<file path="src/hw/rtl/rbsp_pkg.sv">
package rbsp_pkg;

   localparam int SPRITE_ROWS_DEF   = 20;
   localparam int BYTES_PER_ROW_DEF = 3;
   localparam int LANES             = 8;
   localparam int CENTRE_OFFSET     = 10;
   localparam logic [15:0] PIXEL_COLOR = 16'hFFFF;

   // register indexes on the CSR port
   localparam logic [2:0] REG_ANGLE_X  = 3'd0;
   localparam logic [2:0] REG_ANGLE_Y  = 3'd1;
   localparam logic [2:0] REG_ANGLE_Z  = 3'd2;
   localparam logic [2:0] REG_ORIGIN_X = 3'd3;
   localparam logic [2:0] REG_ORIGIN_Y = 3'd4;
   localparam logic [2:0] REG_WIDTH    = 3'd5;
   localparam logic [2:0] REG_HEIGHT   = 3'd6;
   localparam logic [2:0] REG_PITCH    = 3'd7;

   typedef struct packed {
      logic signed [17:0] c0;
      logic signed [17:0] c1;
      logic signed [17:0] c2;
      logic signed [17:0] c3;
   } coef_type;

   typedef struct packed {
      logic        hit;
      logic [11:0] x;
      logic [11:0] y;
      logic [23:0] off;
   } lane_res_type;

   typedef logic [15:0] qsine_tab_type [0:1024];

   // Quarter-wave sine in Q1.15, odd series of sin(pi/2*t) to t^9.
   function automatic logic [15:0] quarter_sine(int idx);
      longint unsigned t, t2, p, s;
      t  = longint'(idx & 2047) << 20;
      t2 = (t * t) >> 30;
      p  = 64'd172272;
      p  = 64'd5026996    - ((p * t2) >> 30);
      p  = 64'd85569306   - ((p * t2) >> 30);
      p  = 64'd693598668  - ((p * t2) >> 30);
      p  = 64'd1686629713 - ((p * t2) >> 30);
      s  = (p * t) >> 30;
      s  = (s + 64'd16384) >> 15;
      if (s > 64'd32768) begin
         s = 64'd32768;
      end
      return s[15:0];
   endfunction

   function automatic qsine_tab_type build_qsine();
      qsine_tab_type tab;
      for (int i = 0; i <= 1024; i++) begin
         tab[i] = quarter_sine(i);
      end
      return tab;
   endfunction

   localparam qsine_tab_type QSINE = build_qsine();

endpackage

</file>
<file path="src/hw/rtl/rbsp_lane.sv">
module rbsp_lane #(
   parameter int SPRITE_ROWS   = rbsp_pkg::SPRITE_ROWS_DEF,
   parameter int BYTES_PER_ROW = rbsp_pkg::BYTES_PER_ROW_DEF
) (
   input  logic                  clock,
   input  logic                  en,
   input  logic [2:0]            lane_idx,
   input  logic [4:0]            row_index,
   input  logic [1:0]            byte_column,
   input  logic                  pix_bit,
   input  rbsp_pkg::coef_type    coef,
   input  logic signed [11:0]    origin_x,
   input  logic signed [11:0]    origin_y,
   input  logic [12:0]           screen_width,
   input  logic [12:0]           screen_height,
   input  logic [12:0]           row_pitch_words,
   output rbsp_pkg::lane_res_type res
);
   import rbsp_pkg::*;

   logic signed [7:0]  px, py;
   logic               inr;
   logic signed [27:0] sxs_ff, sys_ff;
   logic               hitp_ff;
   lane_res_type       res_ff;
   logic signed [12:0] qx, qy;
   logic               okx, oky;
   logic [24:0]        mul;

   assign px  = $signed({3'b000, byte_column, lane_idx}) - 8'(CENTRE_OFFSET);
   assign py  = $signed({3'b000, row_index}) - 8'(CENTRE_OFFSET);
   assign inr = (32'(row_index) < SPRITE_ROWS) && (32'(byte_column) < BYTES_PER_ROW);

   // truncate toward zero: bump a negative quotient that left a remainder
   always_comb begin
      qx  = sxs_ff[27:15] + 13'((sxs_ff[27] && (sxs_ff[14:0] != 15'd0)) ? 1 : 0);
      qy  = sys_ff[27:15] + 13'((sys_ff[27] && (sys_ff[14:0] != 15'd0)) ? 1 : 0);
      okx = !qx[12] && ({1'b0, qx[11:0]} < screen_width);
      oky = !qy[12] && ({1'b0, qy[11:0]} < screen_height);
      mul = qy[11:0] * row_pitch_words;
   end

   always_ff @(posedge clock) begin
      if (en) begin
         sxs_ff     <= 28'(px * coef.c0) + 28'(py * coef.c1) + (28'(origin_x) <<< 15);
         sys_ff     <= 28'(px * coef.c2) + 28'(py * coef.c3) + (28'(origin_y) <<< 15);
         hitp_ff    <= inr && pix_bit;
         res_ff.hit <= hitp_ff && okx && oky;
         res_ff.x   <= qx[11:0];
         res_ff.y   <= qy[11:0];
         res_ff.off <= mul[23:0] + {12'd0, qx[11:0]};
      end
   end

   assign res = res_ff;

endmodule

</file>
<file path="config.mk">
export PLATFORM = sky130hd
export DESIGN_NAME = rbsp_lane
export DESIGN_NICKNAME = d
export VERILOG_FILES = /design/src/hw/rtl/rbsp_pkg.sv /design/src/hw/rtl/rbsp_lane.sv
export SDC_FILE = /design/constraint.sdc
export NUM_CORES = 2
export LEC_CHECK = 0
export BUFFER_PORTS_ARGS = -buffer_cell sky130_fd_sc_hd__buf_2
export CAP_MARGIN = 10
export CELL_PAD_IN_SITES_DETAIL_PLACEMENT = 0
export CELL_PAD_IN_SITES_GLOBAL_PLACEMENT = 1
export CORE_MARGIN = 1
export CORE_UTILIZATION = 50
export CTS_CLUSTER_SIZE = 25
export DETAILED_ROUTE_END_ITERATION = 10
export PLACE_DENSITY = 0.93
export SETUP_SLACK_MARGIN = 0.2
export SYNTH_ARGS = -nofsm -noshare
export SYNTH_HDL_FRONTEND = slang
export SYNTH_SLANG_ARGS = --single-unit
</file>
<file path="constraint.sdc">
create_clock -name clock -period 8.69 [get_ports clock]
set_input_delay 0.4345 -clock clock [delete_from_list [all_inputs] [get_ports clock]]
set_output_delay 0.4345 -clock clock [all_outputs]
set_load 0.02 [all_outputs]
</file>
==> impl_metrics.tcl <==
set metrics [dict create \
    die_h_um 230 \
    hold_path_depth 2 \
    grt_use_total_pct 23.5 \
    grt_max_degree 71 \
    drc_errors 0 \
    netlist.area_leader.share_pct 42.3 \
    cts_root_buffer "clkbuf_16" \
    overflow 0 \
    clock.fmax_ghz 0.138 \
    synth_xor_area_share_pct 3.14 \
    drv_cap 0 \
    cts_tree "done" \
    critPathMaxFanout 36 \
    worstPathArrival_ps 7390 \
    syn_inst 2625 \
    syn-cell-area_mm2 0.0259 \
    htreeDepth 3 \
    yosysSeqAreaShare_pct 12.3 \
    synth-compound-area-share_pct 5.76 \
    drv_slew 0 \
    async_flop_share_pct 0 \
    startpoint_type "input pin" \
    syn_avg_cell_area_um2 9.89 \
    fin_nets 3738 \
    timing.reg2reg.setup_slack_ps 1550 \
    routed_via_density 5.23 \
    grt_pass1_wl_um 98600 \
    maxSlewHeadroom_pct 25.2 \
    synth_area_leaders "fa_1 42%, ha_1 12%, edfxtp_1 12%" \
    rr_worst_depth 22 \
    clk_pin_slew_ps 70 \
    fill_cells 4506 \
    gp_congestion 0.882 \
    fin_crit_sh_pct 83.6 \
    cp.required_ps 8820 \
    synth_seq_cells 106 \
    holdBufCountCts 0 \
    cts_num_sinks 106 \
    tns_ps 0 \
    antenna_found_initial 0 \
    fp-row-count 83 \
    wl_per_cell_um 17.2 \
    critical-path-max-stage-delay_ps 540 \
    ant_nets 0 \
    die_area_mm2 0.0528 \
    cp.buffers_inverters 8 \
    drive_gt1_share_pct 8.93 \
    min_period_ps 7260 \
    cp_top_family "adder cells" \
    synth_edf_count 106 \
    yosys_warnings 0 \
    synth-main-ff-cell "edfxtp_1" \
    cp-end-kind "register" \
    synth_top_family_by_area "adder cells" \
    synthMuxAreaShare_pct 0.0771 \
    crit_slowest_cell "clkinv_1" \
    cts_buffer_depth 2 \
    r2r_start "sys_ff[14]$_DFFE_PP_" \
    worst_hold_startpoint "pix_bit" \
    cts_buffers 9 \
    drt_pass1_iterations 5 \
    synth_adder_area_share_pct 54.7 \
    fp.coreArea_mm2 0.0513 \
    start_util_pct 50.6 \
    dp.final_hpwl_um 51700 \
    synthSimpleGateAreaFrac_pct 14.8 \
    num_antenna_cells 0 \
    clock_latency_ps 380 \
    status "finished, final reports clean" \
    hp-class "in2reg" \
    die_x_um 230 \
    multi_input_area_mm2 0.0204 \
    fin_skew_ps 9.43 \
    io-pin-count 197 \
    synthesis.nets 3579 \
    seqCellArea_mm2 0.00318 \
    first_iter_violations 1125 \
    criticalPathCategory "in2reg" \
    worstHoldEndpoint "hitp_ff$_DFFE_PP_" \
    io_buffers 196 \
    post-cts-setup-buffers 0 \
    rsz0062_at_grt "no" \
    area_growth_pct 7.99 \
    r2r_end "res[23]$_DFFE_PP_" \
    hold_viol_final 0 \
    synth_cell_type_count 63 \
    grt_pass1_vias 20000 \
    crit_path_frequent_cell "fa_1" \
    yosysTopAreaCell "fa_1" \
    ctsResizeCount 0 \
    vias 18200 \
    routed_wl_um 59800 \
    setup_viol 0 \
    tightestPinTransition_ps 1120 \
]
==> how the worst max path moves through the flow <==
stage,cells past startpoint,end,from
final,25,sys_ff[21]$_DFFE_PP_,row_index[1]
after global routing,25,sys_ff[21]$_DFFE_PP_,row_index[1]
after CTS,22,res[23]$_DFFE_PP_,sys_ff[14]$_DFFE_PP_
after detailed placement,25,sys_ff[21]$_DFFE_PP_,row_index[1]
after global placement,25,sys_ff[21]$_DFFE_PP_,row_index[1]
after floorplan,25,sys_ff[21]$_DFFE_PP_,lane_idx[1]
==> synthesized netlist by cell type, types with 7 or more instances <==
| cell type | n |
|---|---|
| a211oi_1 | 11 |
| a21o_1 | 33 |
| a21oi_1 | 56 |
| and2_1 | 125 |
| and3_1 | 11 |
| clkbuf_1 | 68 |
| edfxtp_1 | 106 |
| fa_1 | 548 |
| ha_1 | 258 |
| inv_1 | 567 |
| nand2_1 | 308 |
| nand2b_1 | 104 |
| nand3_1 | 29 |
| nor2_1 | 44 |
| nor2b_1 | 92 |
| nor3_1 | 17 |
| nor4_1 | 7 |
| o211ai_1 | 8 |
| o21a_1 | 10 |
| o21ai_0 | 37 |
| o21bai_1 | 10 |
| xnor2_1 | 67 |
| xor2_1 | 26 |
==> stage by stage <==
| step | hold WS [ps] | utilization, % | area, um^2 | setup slack [ps] | cells |
|---|---|---|---|---|---|
| after floorplan | 547 | - | 25900 | 1820 | 2625 |
| after global placement | 764 | 54.0 | 27700 | 1350 | 3453 |
| after detailed placement | 770 | 54.0 | 27700 | 1110 | 3453 |
| after CTS | 507 | 54.6 | 28000 | 1490 | 3469 |
| after global routing | 564 | 54.6 | 28000 | 953 | 3469 |
| final | 545 | 54.6 | 28000 | 1430 | 3469 |
==> worst register-to-register path: stages, from the launching register on <==
cell	delay [ps]
edfxtp_1	380
nor4_1	350
a41oi_1	180
ha_1	240
ha_1	240
xor2_1	730
nand2_1	160
fa_1	510
inv_1	50
fa_1	470
fa_1	520
inv_1	60
fa_1	490
fa_1	490
inv_1	40
ha_1	310
inv_1	80
o31ai_1	360
nand2_1	120
o311a_1	460
a211oi_2	310
a41oi_1	190
xnor2_1	160
==> sequential cells by signal (all words and copies together), names as in the netlist <==
name / cells
hitp_ff: 1
sys_ff: 28
res: 49
sxs_ff: 28
==> routing by layer <==
layer	routed length, um	global-route usage, %	share of wire [%]	vias to the layer above
met4	1320	6.83	2.2	0
met5	0	0	0	-
met2	28200	39.3	47	549
met3	3290	3.08	5.5	65
li1	-	-	-	8366
met1	27000	32.2	45	9175
==> cell type report <==
type	instances	share of cell area (%)
tap	680	3.04
clock inverter	6	0.263
sequential	106	11.4
multi-input combinational	1882	72.8
clock buffer	10	0.817
inverter	568	7.61
timing repair buffer	217	4.07
==> logic make-up after synthesis <==
| logic type | count (synthesis) |
|---|---|
| buf+inv | 637 |
| fa+ha+maj | 806 |
| xor+xnor | 93 |
| simple gates | 762 |
| mux | 2 |
| flops | 106 |
| compound gates | 219 |
==> cell usage in the layout (no fill, tap or decap), drive strengths merged, types with 7 or more instances in the layout <==
| master | n |
|---|---|
| a211oi | 12 |
| a21o | 33 |
| a21oi | 56 |
| and2 | 125 |
| and3 | 11 |
| buf | 217 |
| clkbuf | 10 |
| edfxtp | 106 |
| fa | 548 |
| ha | 258 |
| inv | 569 |
| nand2 | 308 |
| nand2b | 104 |
| nand3 | 29 |
| nor2 | 44 |
| nor2b | 92 |
| nor3 | 17 |
| nor4 | 7 |
| o211ai | 8 |
| o21a | 10 |
| o21ai | 41 |
| o21bai | 10 |
| xnor2 | 67 |
| xor2 | 26 |
Power is left out: the tool's default activity adds up to more than one toggle a clock period on the data nets, which glitch-free logic cannot reach.
