==> src/hw/rtl/rbsp_pkg.sv <==
package rbsp_pkg;

   localparam int SPRITE_ROWS_DEF   = 20;
   localparam int BYTES_PER_ROW_DEF = 3;
   localparam int LANES             = 8;
   localparam int CENTRE_OFFSET     = 10;
   localparam logic [15:0] PIXEL_COLOR = 16'hFFFF;

   // register indexes on the CSR port
   localparam logic [2:0] REG_ANGLE_X  = 3'd0;
   localparam logic [2:0] REG_ANGLE_Y  = 3'd1;
   localparam logic [2:0] REG_ANGLE_Z  = 3'd2;
   localparam logic [2:0] REG_ORIGIN_X = 3'd3;
   localparam logic [2:0] REG_ORIGIN_Y = 3'd4;
   localparam logic [2:0] REG_WIDTH    = 3'd5;
   localparam logic [2:0] REG_HEIGHT   = 3'd6;
   localparam logic [2:0] REG_PITCH    = 3'd7;

   typedef struct packed {
      logic signed [17:0] c0;
      logic signed [17:0] c1;
      logic signed [17:0] c2;
      logic signed [17:0] c3;
   } coef_type;

   typedef struct packed {
      logic        hit;
      logic [11:0] x;
      logic [11:0] y;
      logic [23:0] off;
   } lane_res_type;

   typedef logic [15:0] qsine_tab_type [0:1024];

   // Quarter-wave sine in Q1.15, odd series of sin(pi/2*t) to t^9.
   function automatic logic [15:0] quarter_sine(int idx);
      longint unsigned t, t2, p, s;
      t  = longint'(idx & 2047) << 20;
      t2 = (t * t) >> 30;
      p  = 64'd172272;
      p  = 64'd5026996    - ((p * t2) >> 30);
      p  = 64'd85569306   - ((p * t2) >> 30);
      p  = 64'd693598668  - ((p * t2) >> 30);
      p  = 64'd1686629713 - ((p * t2) >> 30);
      s  = (p * t) >> 30;
      s  = (s + 64'd16384) >> 15;
      if (s > 64'd32768) begin
         s = 64'd32768;
      end
      return s[15:0];
   endfunction

   function automatic qsine_tab_type build_qsine();
      qsine_tab_type tab;
      for (int i = 0; i <= 1024; i++) begin
         tab[i] = quarter_sine(i);
      end
      return tab;
   endfunction

   localparam qsine_tab_type QSINE = build_qsine();

endpackage

==> src/hw/rtl/rbsp_merge.sv <==
module rbsp_merge (
   input  logic                                         clock,
   input  logic                                         reset,
   input  logic                                         load,
   input  rbsp_pkg::lane_res_type [rbsp_pkg::LANES-1:0] lanes,
   input  logic                                         rsp_stall,
   output logic                                         load_ok,
   output logic                                         rsp_valid,
   output logic [11:0]                                  rsp_pixel_x,
   output logic [11:0]                                  rsp_pixel_y,
   output logic [23:0]                                  rsp_word_offset,
   output logic                                         rsp_last_of_run
);
   import rbsp_pkg::*;

   logic [LANES-1:0]             mask_ff, rest;
   lane_res_type [LANES-1:0]     hold_ff;
   logic [$clog2(LANES)-1:0]     sel;
   logic                         out_free, emit;
   logic                         valid_ff;
   logic [11:0]                  x_ff, y_ff;
   logic [23:0]                  off_ff;
   logic                         last_ff;

   // lowest lane first: lane 0 carries the leftmost pixel
   always_comb begin
      sel = '0;
      for (int i = LANES - 1; i >= 0; i--) begin
         if (mask_ff[i]) begin
            sel = i[$clog2(LANES)-1:0];
         end
      end
      rest     = mask_ff & ~(LANES'(1) << sel);
      out_free = !valid_ff || !rsp_stall;
      emit     = out_free && (mask_ff != '0);
      load_ok  = (mask_ff == '0) || (emit && (rest == '0));
   end

   always_ff @(posedge clock) begin
      if (emit) begin
         x_ff    <= hold_ff[sel].x;
         y_ff    <= hold_ff[sel].y;
         off_ff  <= hold_ff[sel].off;
         last_ff <= (rest == '0);
      end
      if (load) begin
         hold_ff <= lanes;
      end
      if (reset) begin
         mask_ff  <= '0;
         valid_ff <= 1'b0;
      end else begin
         if (load) begin
            for (int i = 0; i < LANES; i++) begin
               mask_ff[i] <= lanes[i].hit;
            end
         end else if (emit) begin
            mask_ff <= rest;
         end
         if (out_free) begin
            valid_ff <= emit;
         end
      end
   end

   assign rsp_valid       = valid_ff;
   assign rsp_pixel_x     = x_ff;
   assign rsp_pixel_y     = y_ff;
   assign rsp_word_offset = off_ff;
   assign rsp_last_of_run = last_ff;

endmodule

==> config.mk <==
export PLATFORM = sky130hd
export DESIGN_NAME = rbsp_merge
export DESIGN_NICKNAME = d
export VERILOG_FILES = /design/src/hw/rtl/rbsp_pkg.sv /design/src/hw/rtl/rbsp_merge.sv
export SDC_FILE = /design/constraint.sdc
export NUM_CORES = 1
export LEC_CHECK = 0
export BUFFER_PORTS_ARGS = -buffer_cell sky130_fd_sc_hd__buf_2
export CAP_MARGIN = 20
export CORE_MARGIN = 4
export CORE_UTILIZATION = 50
export CTS_BUF_LIST = sky130_fd_sc_hd__clkbuf_8
export DETAILED_ROUTE_END_ITERATION = 6
export PLACE_DENSITY = 0.79
export SKIP_CTS_REPAIR_TIMING = 1
export SLEW_MARGIN = 20
export SYNTH_ARGS = -nofsm -noshare
export SYNTH_HDL_FRONTEND = slang
export SYNTH_SLANG_ARGS = --single-unit
export TNS_END_PERCENT = 50
==> constraint.sdc <==
create_clock -name clock -period 4.1 [get_ports clock]
set_input_delay 0.205 -clock clock [delete_from_list [all_inputs] [get_ports clock]]
set_output_delay 0.205 -clock clock [all_outputs]
set_load 0.005 [all_outputs]
==> summary.md, run 1 <==
| Metric | Value |
|---|---|
| Post-synth ARST share | `0%` |
| Synth Instances | `931` |
| DP Cell Count | `approximately 1.8k` |
| Synth Flop Type | `edfxtp_1` |
| Root buffer cell | `clkbuf_8` |
| Stop Error | `[ERROR RSZ-0060] Max buffer count reached.` |
| Synthesis Warnings | `0` |
| H-tree levels | `3` |
| TritonCTS Buffers | `71` |
| Placer congestion estimate | `0.872` |
| Post-Place Setup Slack | `between 1 and 1.5 ns` |
| Largest net degree at the start of global routing | `118` |
| Mapped Avg Cell Area | `18.0 sq um` |
| Post-synth EDFFs | `about 430` |
| Number of cell rows | `66` |
| Die X | `191 microns` |
| Number of synthesized register bits | `442` |
| Seq/Total Area, Yosys | `~80%` |
| Last step reached | `global routing (5_1_grt)` |
| Status | `aborted with a tool error` |
| Boundary Pins | `447` |
| Post-synthesis cell area | `0.0168 sq mm` |
| Post-synth cell types | `44` |
| Initial Utilization | `between 50% and 60%` |
| Syn_nets | `around 1.3k` |
| Port Buffers | `446` |
| CTS max path bufs | `3` |
| Die Y-Extent | `191 microns` |
| CTS Sinks | `442` |
| HPWL after detailed placement | `between 20000 and 30000 microns` |
-- synthesized netlist by cell type, types with 2 or more instances --
| cell type | instances | area, sq um |
|---|---|---|
| a211oi_1 | 2 | 15.0 |
| a21o_1 | 51 | 383 |
| a21oi_1 | 60 | 300 |
| a221o_1 | 59 | 591 |
| a221oi_1 | 3 | 26.3 |
| a221oi_2 | 36 | 541 |
| a22oi_1 | 2 | 15.0 |
| buf_1 | 4 | 15.0 |
| buf_2 | 16 | 80.1 |
| buf_6 | 13 | 146 |
| clkbuf_1 | 18 | 67.6 |
| dfxtp_1 | 9 | 180 |
| edfxtp_1 | 433 | 13000 |
| inv_1 | 7 | 26.3 |
| mux2_1 | 14 | 158 |
| mux2_2 | 12 | 135 |
| nand2_1 | 47 | 176 |
| nand2b_1 | 18 | 113 |
| nor2_1 | 44 | 165 |
| nor3_1 | 3 | 15.0 |
| nor3_4 | 2 | 32.5 |
| o21ai_0 | 6 | 30.0 |
| o221a_1 | 18 | 203 |
| o22ai_1 | 31 | 194 |
| or2_1 | 2 | 12.5 |
| or2_2 | 2 | 12.5 |
| or3_1 | 2 | 12.5 |
-- through the flow --
stage,hold WS [ns],area [sq um]
floorplan,0.304,16800
global placement,0.381,19500
detailed placement,0.383,19500
CTS,-0.282,20800
-- cells by family after synthesis --
group	count (synthesis)	share of synthesized area, %
buffers and inverters	59	2.04
and+or+nand+nor	128	3.61
muxes	26	1.74
AOI/OAI and AO/OA	276	14.1
DFF	442	78.5
==> run 2: changes to the inputs <==
- CORE_UTILIZATION: 50 -> 35
- CTS_BUF_LIST: sky130_fd_sc_hd__clkbuf_8 -> default
- PLACE_DENSITY: 0.79 -> default
- PLACE_DENSITY_LB_ADDON: default -> 0.15
==> run 2 against run 1 <==
  * The flow now finishes without violations
  * Area after synthesis did not move
  * Synthesized cell count did not move
==> summary.md, run 2 <==
| Metric | Value |
|---|---|
| Status | `finished, final reports clean` |
| Area contributors post-synth | `edfxtp_1 (77%), a221o_1 (3.5%), a221oi_2 (3.2%)` |
| Number of vias per cell | `around 5` |
| Root buffer cell | `clkbuf_16` |
| Die ar. | `0.0515 sq mm` |
| Worst hold path depth | `1` |
| GR Util All Layers | `between 10% and 20%` |
| Post-synth cell types | `44 (unchanged)` |
| Max frequency | `289 MHz` |
| Critical Path RT | `3.89 ns` |
| Leak | `9.92 nW` |
| WHS | `0.166 ns` |
| Pwr/cell area | `453 mW/mm^2` |
| Crit-path max FO | `31` |
| Number of DRC markers in iteration 0 | `819` |
| Port Buffers | `446 (unchanged)` |
| Crit path DAT | `3.26 ns` |
| Skew-Pair Late Insertion Delay | `0.59 ns` |
| Worst R2R Path Depth | `7` |
| Leading cell type in the layout, fill and taps excluded | `buf_2` |
| FF-to-FF setup slack | `1.10 ns` |
| Vias in the first global route | `approximately 11k` |
| Largest net degree at the start of global routing | `98` |
| CP Launch Type | `flip-flop` |
| RR Startpoint | `mask_ff[0]$_SDFFE_PP0P_` |
| FF-to-FF End | `rsp_pixel_x[9]$_DFFE_PP_` |
| Clock skew | `0.0345 ns` |
| Fin crit share | `84.5%` |
| First-pass DRT Iterations | `6` |
| Tmin final | `3.46 ns` |
| Least-Margin Pin Slew | `0.930 ns` |
| Synth Instances | `931 (unchanged)` |
| CTS max path bufs | `3 (unchanged)` |
| Synth top area share | `77.4% (unchanged)` |
| CTS tree | `built` |
| Net Sw Frac | `24.1%` |
| Area grow syn2layout | `50.0%` |
| TritonCTS Buffers | `48 (-32%)` |
| Internal power | `0.00867 W` |
| Post-synth EDFFs | `433 (unchanged)` |
| Synth Flop Type | `edfxtp_1` |
| Placer congestion estimate | `0.783 (-10%)` |
| HPWL after detailed placement | `32100 microns (+9.6%)` |
| Syn_nets | `1327 (unchanged)` |
| Clock share of power | `35.4%` |
| Max reg flops | `~380` |
| Routed Antenna Nets | `0` |
| Grt ovf | `0` |
| Synthesis Warnings | `0 (unchanged)` |
| Hold Path End | `hold_ff[211]$_DFFE_PP_` |
| Nets | `2194` |
| Number of cell rows | `79 (+20%)` |
| Count leader, synth | `edfxtp_1` |
| Comb pwr share | `approximately 15%` |
| Most flops, register | `hold_ff` |
| Hold Path Class | `input pin to flip-flop` |
| Final setup vio count | `0` |
| Post-synthesis cell area | `0.0168 sq mm (unchanged)` |
| Final hold violation count | `0` |
| Sw Pwr | `0.00275 W` |
| Die Y-Extent | `227 microns (+19%)` |
| Final Instance Area | `0.0252 sq mm` |
| Die X | `227 microns (+19%)` |
| Total wire length | `51200 microns` |
| Number of synthesized register bits | `442 (unchanged)` |
| Vias | `approximately 12k` |
| Boundary Pins | `447 (unchanged)` |
| CTS Sinks | `442 (unchanged)` |
| Mapped Avg Cell Area | `18.0 sq um (unchanged)` |
| Max IR drop VDD | `316 uV` |
| Critical path class | `flip-flop to primary output` |
| RSZ-0062 raised after global routing | `false` |
| Hold path start | `load` |
| Area post-placement | `0.0197 sq mm (+1.2%)` |
| Seq/Total Area, Yosys | `78.5% (unchanged)` |
| Crit. End Element | `primary output` |
| Initial antenna violation count | `5` |
| Post-synth ARST share | `0% (unchanged)` |
| Final Max Slew Viols | `0` |
| Wirelength per Cell | `20.9 microns` |
| Sequential Power Share | `49.5%` |
| Core box area | `~0.047 sq mm` |
| Clock transition at the registers of the reported paths | `~0.06 ns` |
| Layout cell share with drive strength beyond 1 | `32.3%` |
| Max-cap viol count | `0` |
| Leading cell types in the layout, fill and taps excluded | `buf_2 (445), edfxtp_1 (433), dlygate4sd3_1 (399)` |
| Wire length of the first global-routing pass | `67300 microns` |
| Drt drc | `0` |
| Post-Route Setup TNS | `0 ns` |
| Initial Utilization | `35.8% (-15 points)` |
| Largest area contributor in the synthesized netlist | `edfxtp_1` |
| Slew headroom | `37.9%` |
| H-tree levels | `2 (-1)` |
| Fillers | `3820` |
| Top cells by count, synth | `edfxtp_1 (433), a21oi_1 (60), a221o_1 (59)` |
-- run 2: cell counts after synthesis --
Identical to the previous run, type by type.
-- run 2: worst max-delay path, stage by stage, from the launching register on --
cell	delay [ns]
dfxtp_1	0.38
nor4_2	0.29
buf_4	0.21
or2_2	0.51
buf_4	0.56
o21ai_0	0.18
o211a_1	0.16
a32o_1	0.20
buf_2	0.15
-- run 2: power by group through the flow --
stage          sequential (W)  clock, W  combinational [W]
3_3_place_gp          0.00573         0            0.00141
5_1_grt               0.00568   0.00435            0.00189
4_1_cts               0.00565   0.00417            0.00143
3_5_place_dp          0.00574         0            0.00142
2_1_floorplan         0.00571         0           0.000734
6_report              0.00565   0.00404            0.00173
-- run 2: final cells by class --
class	count	area, sq um	share of cell area, %
Timing Repair Buffer	869	6450	25.6
Sequential cell	442	13200	52.3
Tap cell	607	759	3.01
Multi-Input combinational cell	430	3310	13.1
Clock inverter	30	220	0.874
Inverter	7	26.3	0.104
Clock buffer	54	1220	4.86
Antenna cell	6	15.0	0.0596
-- run 2: per-layer routing --
metal	part of all wire, %	vias up	global-route usage [%]
li1	-	5575	-
met1	40	5923	21.3
met2	51	422	29.9
met3	6.0	100	5.33
met4	2.8	0	6.95
met5	0	-	0
-- run 2: worst max-delay path by stage --
stage	endpoint	from
after floorplan	rsp_last_of_run$_DFFE_PP_	mask_ff[2]$_SDFFE_PP0P_
after CTS	load_ok	mask_ff[7]$_SDFFE_PP0P_
after detailed placement	rsp_pixel_x[10]$_DFFE_PP_	mask_ff[0]$_SDFFE_PP0P_
after global routing	load_ok	mask_ff[7]$_SDFFE_PP0P_
after global placement	rsp_pixel_y[9]$_DFFE_PP_	mask_ff[0]$_SDFFE_PP0P_
final	load_ok	mask_ff[7]$_SDFFE_PP0P_
-- run 2: logic make-up after synthesis --
kind of cell | Yosys count | synth area share (%)
buffers and inverters | 59 | 2.04
muxes | 26 | 1.74
DFF | 442 | 78.5
and+or+nand+nor | 128 | 3.61
AOI/OAI and AO/OA | 276 | 14.1
-- run 2: stage by stage --
step / worst slack [ns] / std cells / utilization (%) / total power (W)
2_1_floorplan: 0.360 / 931 / - / 0.00645
3_3_place_gp: 1.22 / 1956 / 42.0 / 0.00714
3_5_place_dp: 1.14 / 1956 / 42.0 / 0.00716
4_1_cts: 0.537 / 2040 / 45.1 / 0.0113
5_1_grt: 0.409 / 2444 / 53.6 / 0.0119
6_report: 0.637 / 2445 / 53.7 / 0.0114
Power figures use the tool's default switching activity.
